--- src/rtl/core/imh_pkg.sv ---
`default_nettype none
package imh_pkg;

  localparam int CAPACITY     = 256;
  localparam int NUM_VERTICES = 256;
  localparam int IDX_W        = $clog2(CAPACITY);
  localparam int CNT_W        = IDX_W + 1;
  localparam int VTX_W        = 8;
  localparam int KEY_W        = 32;

  localparam logic [1:0] MODE_UPDATE  = 2'd0;
  localparam logic [1:0] MODE_EXTRACT = 2'd1;
  localparam logic [1:0] MODE_QUERY   = 2'd2;

  localparam logic [1:0] ST_OK    = 2'd0;
  localparam logic [1:0] ST_EMPTY = 2'd1;
  localparam logic [1:0] ST_FULL  = 2'd2;

  typedef struct packed {
    logic [VTX_W-1:0] vertex;
    logic [KEY_W-1:0] key;
  } entry_t;

  typedef struct packed {
    logic [IDX_W-1:0] hrd_a;
    logic [IDX_W-1:0] hrd_b;
    logic             hwr_en;
    logic [IDX_W-1:0] hwr_addr;
    entry_t           hwr_data;
    logic [VTX_W-1:0] prd_addr;
    logic             pwr_en;
    logic [VTX_W-1:0] pwr_addr;
    logic [IDX_W-1:0] pwr_data;
    logic [VTX_W-1:0] look_vtx;
    logic             vset_en;
    logic             vclr_en;
    logic [VTX_W-1:0] vchg_vtx;
  } store_req_t;

  typedef struct packed {
    entry_t           rd_a;
    entry_t           rd_b;
    logic [IDX_W-1:0] slot;
    logic             hit;
  } store_rsp_t;

  typedef struct packed {
    logic [1:0]       status;
    logic [VTX_W-1:0] min_vertex;
    logic [KEY_W-1:0] min_key;
    logic             present;
    logic             heap_empty;
    logic [CNT_W-1:0] count;
  } result_t;

endpackage
`default_nettype wire

--- src/rtl/core/imh_ctrl.sv ---
`default_nettype none
module imh_ctrl (
  input  wire                              clk,
  input  wire                              rst,
  input  wire                              in_valid,
  output logic                             in_ready,
  input  wire  [1:0]                       in_mode,
  input  wire  [imh_pkg::VTX_W-1:0]        in_vertex,
  input  wire  [imh_pkg::KEY_W-1:0]        in_key,
  input  wire                              out_free,
  output logic                             done,
  output imh_pkg::result_t                 result,
  output imh_pkg::store_req_t              req,
  input  imh_pkg::store_rsp_t              rsp
);

  localparam logic [3:0] S_IDLE = 4'd0;
  localparam logic [3:0] S_LOOK = 4'd1;
  localparam logic [3:0] S_OLD  = 4'd2;
  localparam logic [3:0] S_UPRD = 4'd3;
  localparam logic [3:0] S_UPEV = 4'd4;
  localparam logic [3:0] S_DNRD = 4'd5;
  localparam logic [3:0] S_DNEV = 4'd6;
  localparam logic [3:0] S_EXRD = 4'd7;
  localparam logic [3:0] S_FIN  = 4'd8;

  logic [3:0]                state, state_next;
  logic [imh_pkg::IDX_W-1:0] idx, idx_next;
  logic [imh_pkg::IDX_W-1:0] par, par_next;
  logic [imh_pkg::CNT_W-1:0] count, count_next;
  imh_pkg::entry_t           item, item_next;
  logic [1:0]                status, status_next;
  imh_pkg::entry_t           min_e, min_e_next;
  logic                      present, present_next;

  // children of idx, one bit wider so 2i+2 never wraps
  logic [imh_pkg::CNT_W:0]   lc, rc;
  logic                      take_l, take_r;
  logic [imh_pkg::KEY_W-1:0] best_key;

  assign lc       = {1'b0, idx, 1'b1};
  assign rc       = lc + 1'b1;
  assign take_l   = (lc < {1'b0, count}) && (rsp.rd_a.key < item.key);
  assign best_key = take_l ? rsp.rd_a.key : item.key;
  assign take_r   = (rc < {1'b0, count}) && (rsp.rd_b.key < best_key);

  assign in_ready = (state == S_IDLE);

  always_comb begin
    state_next   = state;
    idx_next     = idx;
    par_next     = par;
    count_next   = count;
    item_next    = item;
    status_next  = status;
    min_e_next   = min_e;
    present_next = present;
    done         = 1'b0;
    req          = '0;
    req.look_vtx = in_vertex;
    req.prd_addr = in_vertex;
    unique case (state)
      S_IDLE: begin
        if (in_valid) begin
          status_next  = imh_pkg::ST_OK;
          min_e_next   = '0;
          present_next = 1'b0;
          item_next    = '{vertex: in_vertex, key: in_key};
          state_next   = S_FIN;
          if (in_mode == imh_pkg::MODE_UPDATE) begin
            if (rsp.hit) begin
              state_next = S_LOOK;
            end else if (count == imh_pkg::CNT_W'(imh_pkg::CAPACITY)) begin
              status_next = imh_pkg::ST_FULL;
            end else begin
              idx_next     = count[imh_pkg::IDX_W-1:0];
              count_next   = count + 1'b1;
              req.vset_en  = 1'b1;
              req.vchg_vtx = in_vertex;
              state_next   = S_UPRD;
            end
          end else if (in_mode == imh_pkg::MODE_EXTRACT) begin
            if (count == '0) begin
              status_next = imh_pkg::ST_EMPTY;
            end else begin
              req.hrd_a  = '0;
              req.hrd_b  = imh_pkg::IDX_W'(count - 1'b1);
              count_next = count - 1'b1;
              state_next = S_EXRD;
            end
          end else if (in_mode == imh_pkg::MODE_QUERY) begin
            present_next = rsp.hit;
          end
        end
      end
      S_LOOK: begin
        idx_next   = rsp.slot;
        req.hrd_a  = rsp.slot;
        state_next = S_OLD;
      end
      S_OLD: begin
        if (item.key < rsp.rd_a.key) begin
          state_next = S_UPRD;
        end else if (item.key > rsp.rd_a.key) begin
          state_next = S_DNRD;
        end else begin
          state_next = S_FIN;
        end
      end
      S_UPRD: begin
        if (idx == '0) begin
          req.hwr_en   = 1'b1;
          req.hwr_addr = idx;
          req.hwr_data = item;
          req.pwr_en   = 1'b1;
          req.pwr_addr = item.vertex;
          req.pwr_data = idx;
          state_next   = S_FIN;
        end else begin
          par_next   = (idx - 1'b1) >> 1;
          req.hrd_a  = (idx - 1'b1) >> 1;
          state_next = S_UPEV;
        end
      end
      S_UPEV: begin
        req.hwr_en   = 1'b1;
        req.hwr_addr = idx;
        req.pwr_en   = 1'b1;
        req.pwr_data = idx;
        if (item.key < rsp.rd_a.key) begin
          // parent moves down into the hole
          req.hwr_data = rsp.rd_a;
          req.pwr_addr = rsp.rd_a.vertex;
          idx_next     = par;
          state_next   = S_UPRD;
        end else begin
          req.hwr_data = item;
          req.pwr_addr = item.vertex;
          state_next   = S_FIN;
        end
      end
      S_DNRD: begin
        req.hrd_a  = lc[imh_pkg::IDX_W-1:0];
        req.hrd_b  = rc[imh_pkg::IDX_W-1:0];
        state_next = S_DNEV;
      end
      S_DNEV: begin
        req.hwr_en   = 1'b1;
        req.hwr_addr = idx;
        req.pwr_en   = 1'b1;
        req.pwr_data = idx;
        if (take_r) begin
          req.hwr_data = rsp.rd_b;
          req.pwr_addr = rsp.rd_b.vertex;
          idx_next     = rc[imh_pkg::IDX_W-1:0];
          state_next   = S_DNRD;
        end else if (take_l) begin
          req.hwr_data = rsp.rd_a;
          req.pwr_addr = rsp.rd_a.vertex;
          idx_next     = lc[imh_pkg::IDX_W-1:0];
          state_next   = S_DNRD;
        end else begin
          req.hwr_data = item;
          req.pwr_addr = item.vertex;
          state_next   = S_FIN;
        end
      end
      S_EXRD: begin
        min_e_next   = rsp.rd_a;
        req.vclr_en  = 1'b1;
        req.vchg_vtx = rsp.rd_a.vertex;
        if (count == '0) begin
          state_next = S_FIN;
        end else begin
          item_next  = rsp.rd_b;
          idx_next   = '0;
          state_next = S_DNRD;
        end
      end
      S_FIN: begin
        if (out_free) begin
          done       = 1'b1;
          state_next = S_IDLE;
        end
      end
      default: begin
        state_next = S_IDLE;
      end
    endcase
  end

  always_ff @(posedge clk) begin
    if (rst) begin
      state <= S_IDLE;
      count <= '0;
    end else begin
      state <= state_next;
      count <= count_next;
    end
  end

  always_ff @(posedge clk) begin
    idx     <= idx_next;
    par     <= par_next;
    item    <= item_next;
    status  <= status_next;
    min_e   <= min_e_next;
    present <= present_next;
  end

  assign result.status     = status;
  assign result.min_vertex = min_e.vertex;
  assign result.min_key    = min_e.key;
  assign result.present    = present;
  assign result.heap_empty = (count == '0);
  assign result.count      = count;

  a_count_range: assert property (@(posedge clk) disable iff (rst)
    count <= imh_pkg::CNT_W'(imh_pkg::CAPACITY))
    else $error("entry count beyond capacity");

  a_write_live: assert property (@(posedge clk) disable iff (rst)
    req.hwr_en |-> ({1'b0, req.hwr_addr} < count))
    else $error("heap write outside live slots");

  a_fin_release: assert property (@(posedge clk) disable iff (rst)
    (state == S_FIN && out_free) |=> (state == S_IDLE))
    else $error("result not released");

endmodule
`default_nettype wire
--- config.mk ---
export PLATFORM = sky130hd
export DESIGN_NAME = imh_ctrl
export DESIGN_NICKNAME = d
export VERILOG_FILES = /design/src/rtl/core/imh_pkg.sv /design/src/rtl/core/imh_ctrl.sv
export SDC_FILE = /design/constraint.sdc
export NUM_CORES = 1
export LEC_CHECK = 0
export ABC_CLOCK_PERIOD_IN_PS = 5610
export BUFFER_PORTS_ARGS = -buffer_cell sky130_fd_sc_hd__buf_4
export CELL_PAD_IN_SITES_DETAIL_PLACEMENT = 1
export CELL_PAD_IN_SITES_GLOBAL_PLACEMENT = 2
export CORE_ASPECT_RATIO = 0.75
export CORE_MARGIN = 3
export CORE_UTILIZATION = 27
export CTS_CLUSTER_DIAMETER = 60
export DETAILED_ROUTE_END_ITERATION = 8
export GPL_TIMING_DRIVEN = 0
export PLACE_DENSITY = 0.8
export SYNTH_ARGS = -nofsm -noshare
export SYNTH_HDL_FRONTEND = slang
export SYNTH_SLANG_ARGS = --single-unit
export TNS_END_PERCENT = 10
--- constraint.sdc ---
create_clock -name clk -period 5.61 [get_ports clk]
set_input_delay 0.8415 -clock clk [delete_from_list [all_inputs] [get_ports clk]]
set_output_delay 0.8415 -clock clk [all_outputs]
set_load 0.01 [all_outputs]
Yosys cells after proc, flatten, opt, wreduce, memory -nomap -nowiden:

Index checks and enable logic that the tools add are counted.
W data, S select, Z words.

* bits of input ports: 135
* output and inout bits: 163
* bits in registers: 111
* word-level logic and storage cells: 131

* $add $sub $neg: 4
* mux-type cells: 70
* reduce and logical (&&, ||, !) cells: 17
* bitwise operators: 2
* eq/ne operators: 22
* magnitude comparators: 6

Operators with widths (number)
* $mux W40: 6
* $pmux W40 S2: 2
* $mux W8: 19
* $pmux W49 S3: 1
* $lt A32 B32 Y1: 3
* $mux W4: 14
* $pmux W17 S3: 1
* $mux W49: 1
* $mux W9: 5
* $pmux W8 S5: 1
* $pmux W4 S9: 1
* $gt A32 B32 Y1: 1
* $mux W32: 1
* $pmux W8 S2: 2
* $pmux W8 S4: 1
* $mux W17: 1
* $eq A4 B3 Y1 const B: 4
* $ne A2 B2 Y1 const B: 8
* $add A9 B1 Y10 const B: 1
* $lt A10 B9 Y1: 1
* $mux W1: 10
* $add A9 B1 Y9 const B: 1
* $eq A9 B9 Y1 const B: 1
* $logic_not A9 Y1: 1
* other kinds (24): 34

Longest topological paths before layout:

* word-level depth: 7
* gate-level depth with buffers: 23
* mapped depth without buffers: 18

Least setup slack after synthesis:

No wires, ideal clock.

* path kind: input port to output port
* from: in rsp[63] in the netlist's numbering
* to: out req[78] in the netlist's numbering
* data required time: 4.769 ns
* cell stages on the path: 20
* arrival: 5.151 ns
* path buffers: 4
* slack: -0.382 ns
* path through: inv_1 -> ha_1 -> a21oi_1 -> nand2_1 -> a221o_1 -> o31a_1 -> o21ai_2 -> clkbuf_1 -> a21oi_1 -> ha_1 -> a21oi_1 -> nor2b_1 -> a2111oi_0 -> nand4_2 -> or3_1 -> buf_2 -> o21ai_4 -> buf_6 -> o221ai_1 -> buf_4

RTL lines
* start, declared: line imh_ctrl.sv:14 `input imh_pkg::store_rsp_t rsp`
* end, declared: line imh_ctrl.sv:13 `output imh_pkg::store_req_t req,`

==> key figures <==
Status
  – Status: complete, but fails checks
  – Failing checks: setup timing

Worst hold path
  – HP Class: reg -> reg

Clocking
  – CTS clk-pin slew, worst paths: 90 ps
  – Cts bufs inserted: 9
  – CTS root buf: clkbuf_16
  – # hold bufs at CTS: 0
  – CTS tree: done
  – Clock Path Buffers: 2
  – Worst-Skew Late Latency: 370 ps
  – Sinks on Clock Net: 111
  – H-tree levels: 3

Die
  – Die width: 219 um
  – Row cnt: 57
  – # IOs: 298
  – Chip height: 166 um
  – Initial Util: 27.9%
  – Die ar.: 0.0364 mm^2
  – Core Footprint: 0.0330 mm^2

Placement
  – HPWL Detailed: 33900 um
  – Final GP Congestion: 0.912
  – Port Buf Inserts: 296
  – DP Area: 0.0125 mm^2

Synthesis
  – Yosys cell types: 62
  – Ranking of synthesized cells by area: edfxtp_1, ha_1, nor2_1, o21ai_0, inv_1
  – FFs w/ async S/R, synth: 0%
  – Synth Flop Type: edfxtp_1
  – Largest area contributor in the netlist: edfxtp_1
  – Mean Syn Cell Area: 8.58 um^2
  – Post-Syn Area: 0.00921 mm^2
  – Post-synth EDFFs: 98
  – Yosys top cell area share: 32.0%
  – Flops & latches, synth: 111
  – Mapped Nets: 1291
  – Sequential share of the synthesized area: 34.8%
  – Ys Warns: 0
  – Synth Instances: 1073

STA
  – Peak Freq: 0.160 GHz
  – Tcrit/Tclk final: 111%
  – Final min period: 6240 ps
  – Max-slew violations: 0
  – RSZ-0062 raised after global routing: yes
  – Final setup violation count: 48
  – Rel. slew slack: 34.9%
  – Measured slew at the worst slew-check pin: 977 ps
  – Final Hold Fails: 0
  – Clock Skews: 13.0 ps
  – Final worst slack: -630 ps

Cells and area
  – Share of post-route cells with drive strength above 1: 39.3%
  – Fillers: 3796
  – Final nets: 1654
  – Synth-to-Final Area Change: 51.3%
  – Fin area: 0.0139 mm^2
  – Final Core Density: 42.2%

Critical path
  – WP buf/inv: 8
  – Worst setup EP type: primary output
  – Worst Setup Path Type: in -> out
  – Worst-path fanout max: 9
  – Top cell by count, worst path: buf_6
  – Critical path's largest stage delay: 420 ps
  – Critical path's top delay family: compound AO/OA/AOI/OAI gates
  – CP Data Arrival Time: 5400 ps
  – R2R Setup Slk: 140 ps
  – Startpoint types: primary input
  – Data required, critical path: 4770 ps
  – CP max stage cell: or3_4

Route
  – Vias post-DR: 9946
  – Drt total wl: 43600 um
  – DRT Pass-1 Iters: 5
  – DR WL met2: 19700 um
  – Vias per std cell: 5.28
  – DRC Markers: 0
  – Routed len/inst: 23.2 um
  – Wire length on met1: 20300 um
  – Iteration-0 DRC Markers: 631
  – Highest metal used: met4
  – Routed Antenna Nets: 0
  – Met3 WL post-DR: 2560 um

Global routing
  – Largest net degree at the start of global routing: 23
  – First-pass GRT wire length: 63400 um
  – Overall routing resource usage: 22.9%
  – Number of global-route vias before repair: 10300
  – Global route overflow: 0
  – Initial antenna violation count: 2

Flow run
  – Maxcap violations: 0

Pwr
  – Share of power burned in registers: 26.7%
  – Sw power: 2520 uW
  – Comb pwr share: 60.6%
  – Peak supply drop: 151 uV
  – Leakage power total: 0.00602 uW
  – Net Sw Frac: 45.5%
  – Clock power share: 12.7%
  – Final total power: 5550 uW
  – Pwr Density: 399 mW/mm^2
  – Internal power: 3030 uW
[worst paths after layout]
| kind | from | to | cells past startpoint |
|---|---|---|---|
| setup / recovery | rsp[57] | req[78] | 25 |
| hold / removal | count[2] | count[2] | 2 |
| setup reg to reg | item[9] | idx[4] | 20 |
| hold reg to reg | count[2] | count[2] | 2 |
[per-stage QoR]
stage | TNS, ps | hold WS, ps | setup slack, ps | instances
after floorplan | -13.7 | 552 | -13.7 | 1073
after global placement | -171140 | 582 | -2260 | 1811
after detailed placement | -82790 | 605 | -1670 | 1814
after CTS | -23020 | 614 | -550 | 1869
after global routing | -32410 | 653 | -738 | 1885
final | -26440 | 617 | -630 | 1885
[worst reg2reg max path, cell delays in order (launching register included)]
cell      delay [ps]
edfxtp_1         480
ha_4             280
nand4_1          230
nor2_2            70
a221o_1          350
o31a_1           330
o21ai_4          330
buf_6            150
buf_8            140
nor2_4            40
a21oi_2          130
ha_1             270
a21o_1           170
a21oi_2          170
o22ai_2          100
o21ai_2          230
a31oi_4          170
or3_4            420
buf_4            180
o211ai_1         360
o211a_1          500
[power by group through the flow]
stage | Sequential (uW) | Clock [uW] | Combinational [uW]
floorplan | 1490 | 0 | 1670
global placement | 1500 | 0 | 2790
detailed placement | 1470 | 0 | 2920
CTS | 1470 | 727 | 3210
global route | 1510 | 741 | 3680
finish | 1480 | 706 | 3370
[layer usage]
layer	global-route usage [%]	vias up
li1	-	4628
met3	3.55	49
met5	0	-
met2	36.0	360
met1	32.4	4909
met4	7.04	0
[synth_stat cells, drive strengths merged (17+ instances only)]
cell,n
a21oi,69
buf,54
ha,83
edfxtp,98
o221ai,40
clkbuf,43
nand4,17
nor3,20
a22oi,40
nand2,83
o21ai,77
nor2,119
nand3,26
xnor2,21
and2,20
a21o,18
inv,97
[registers in the layout (all words and copies together) (netlist names)]
register and count:
count 9, idx 8, item 40, par 7, present 1, result 40, state 4, status 2
[cell usage in the layout (no fill, tap or decap), types with 24 or more instances in the layout]
master / instances
a21oi_1: 47
a22oi_1: 40
buf_4: 352
buf_6: 35
clkbuf_1: 36
edfxtp_1: 98
ha_1: 56
ha_4: 24
inv_1: 71
nand2_1: 80
nand3_1: 24
nor2_1: 110
o21ai_0: 70
[area by class of cell]
cell class | count | area (um^2) | share of cell area [%]
tap | 442 | 553 | 3.97
buffer | 92 | 651 | 4.67
clock inverter | 7 | 72.6 | 0.521
antenna | 2 | 5.00 | 0.0359
sequential | 111 | 3200 | 23.0
timing repair buffer | 356 | 2880 | 20.7
inverter | 98 | 410 | 2.95
clock buffer | 9 | 225 | 1.62
multi-input combinational | 768 | 5930 | 42.5
[cell families after synthesis]
| kind of cell | after synthesis | share of synthesized area (%) |
|---|---|---|
| XOR/XNOR | 26 | 2.47 |
| AND/OR/NAND/NOR | 333 | 16.8 |
| adder cells (fa/ha/maj) | 83 | 11.3 |
| AO/OA/AOI/OAI | 309 | 22.9 |
| multiplexers | 16 | 1.74 |
| buffers and inverters | 195 | 9.93 |
| flip-flops | 111 | 34.8 |
[repair_timing]
action                     4_1_cts  5_1_grt
setup endpoints to repair       60       56
resized for setup              109       56
buffers inserted                41       15
cloned                           2        1
pin swaps                       40       33
No activity file was read; power rests on OpenSTA's default activity.
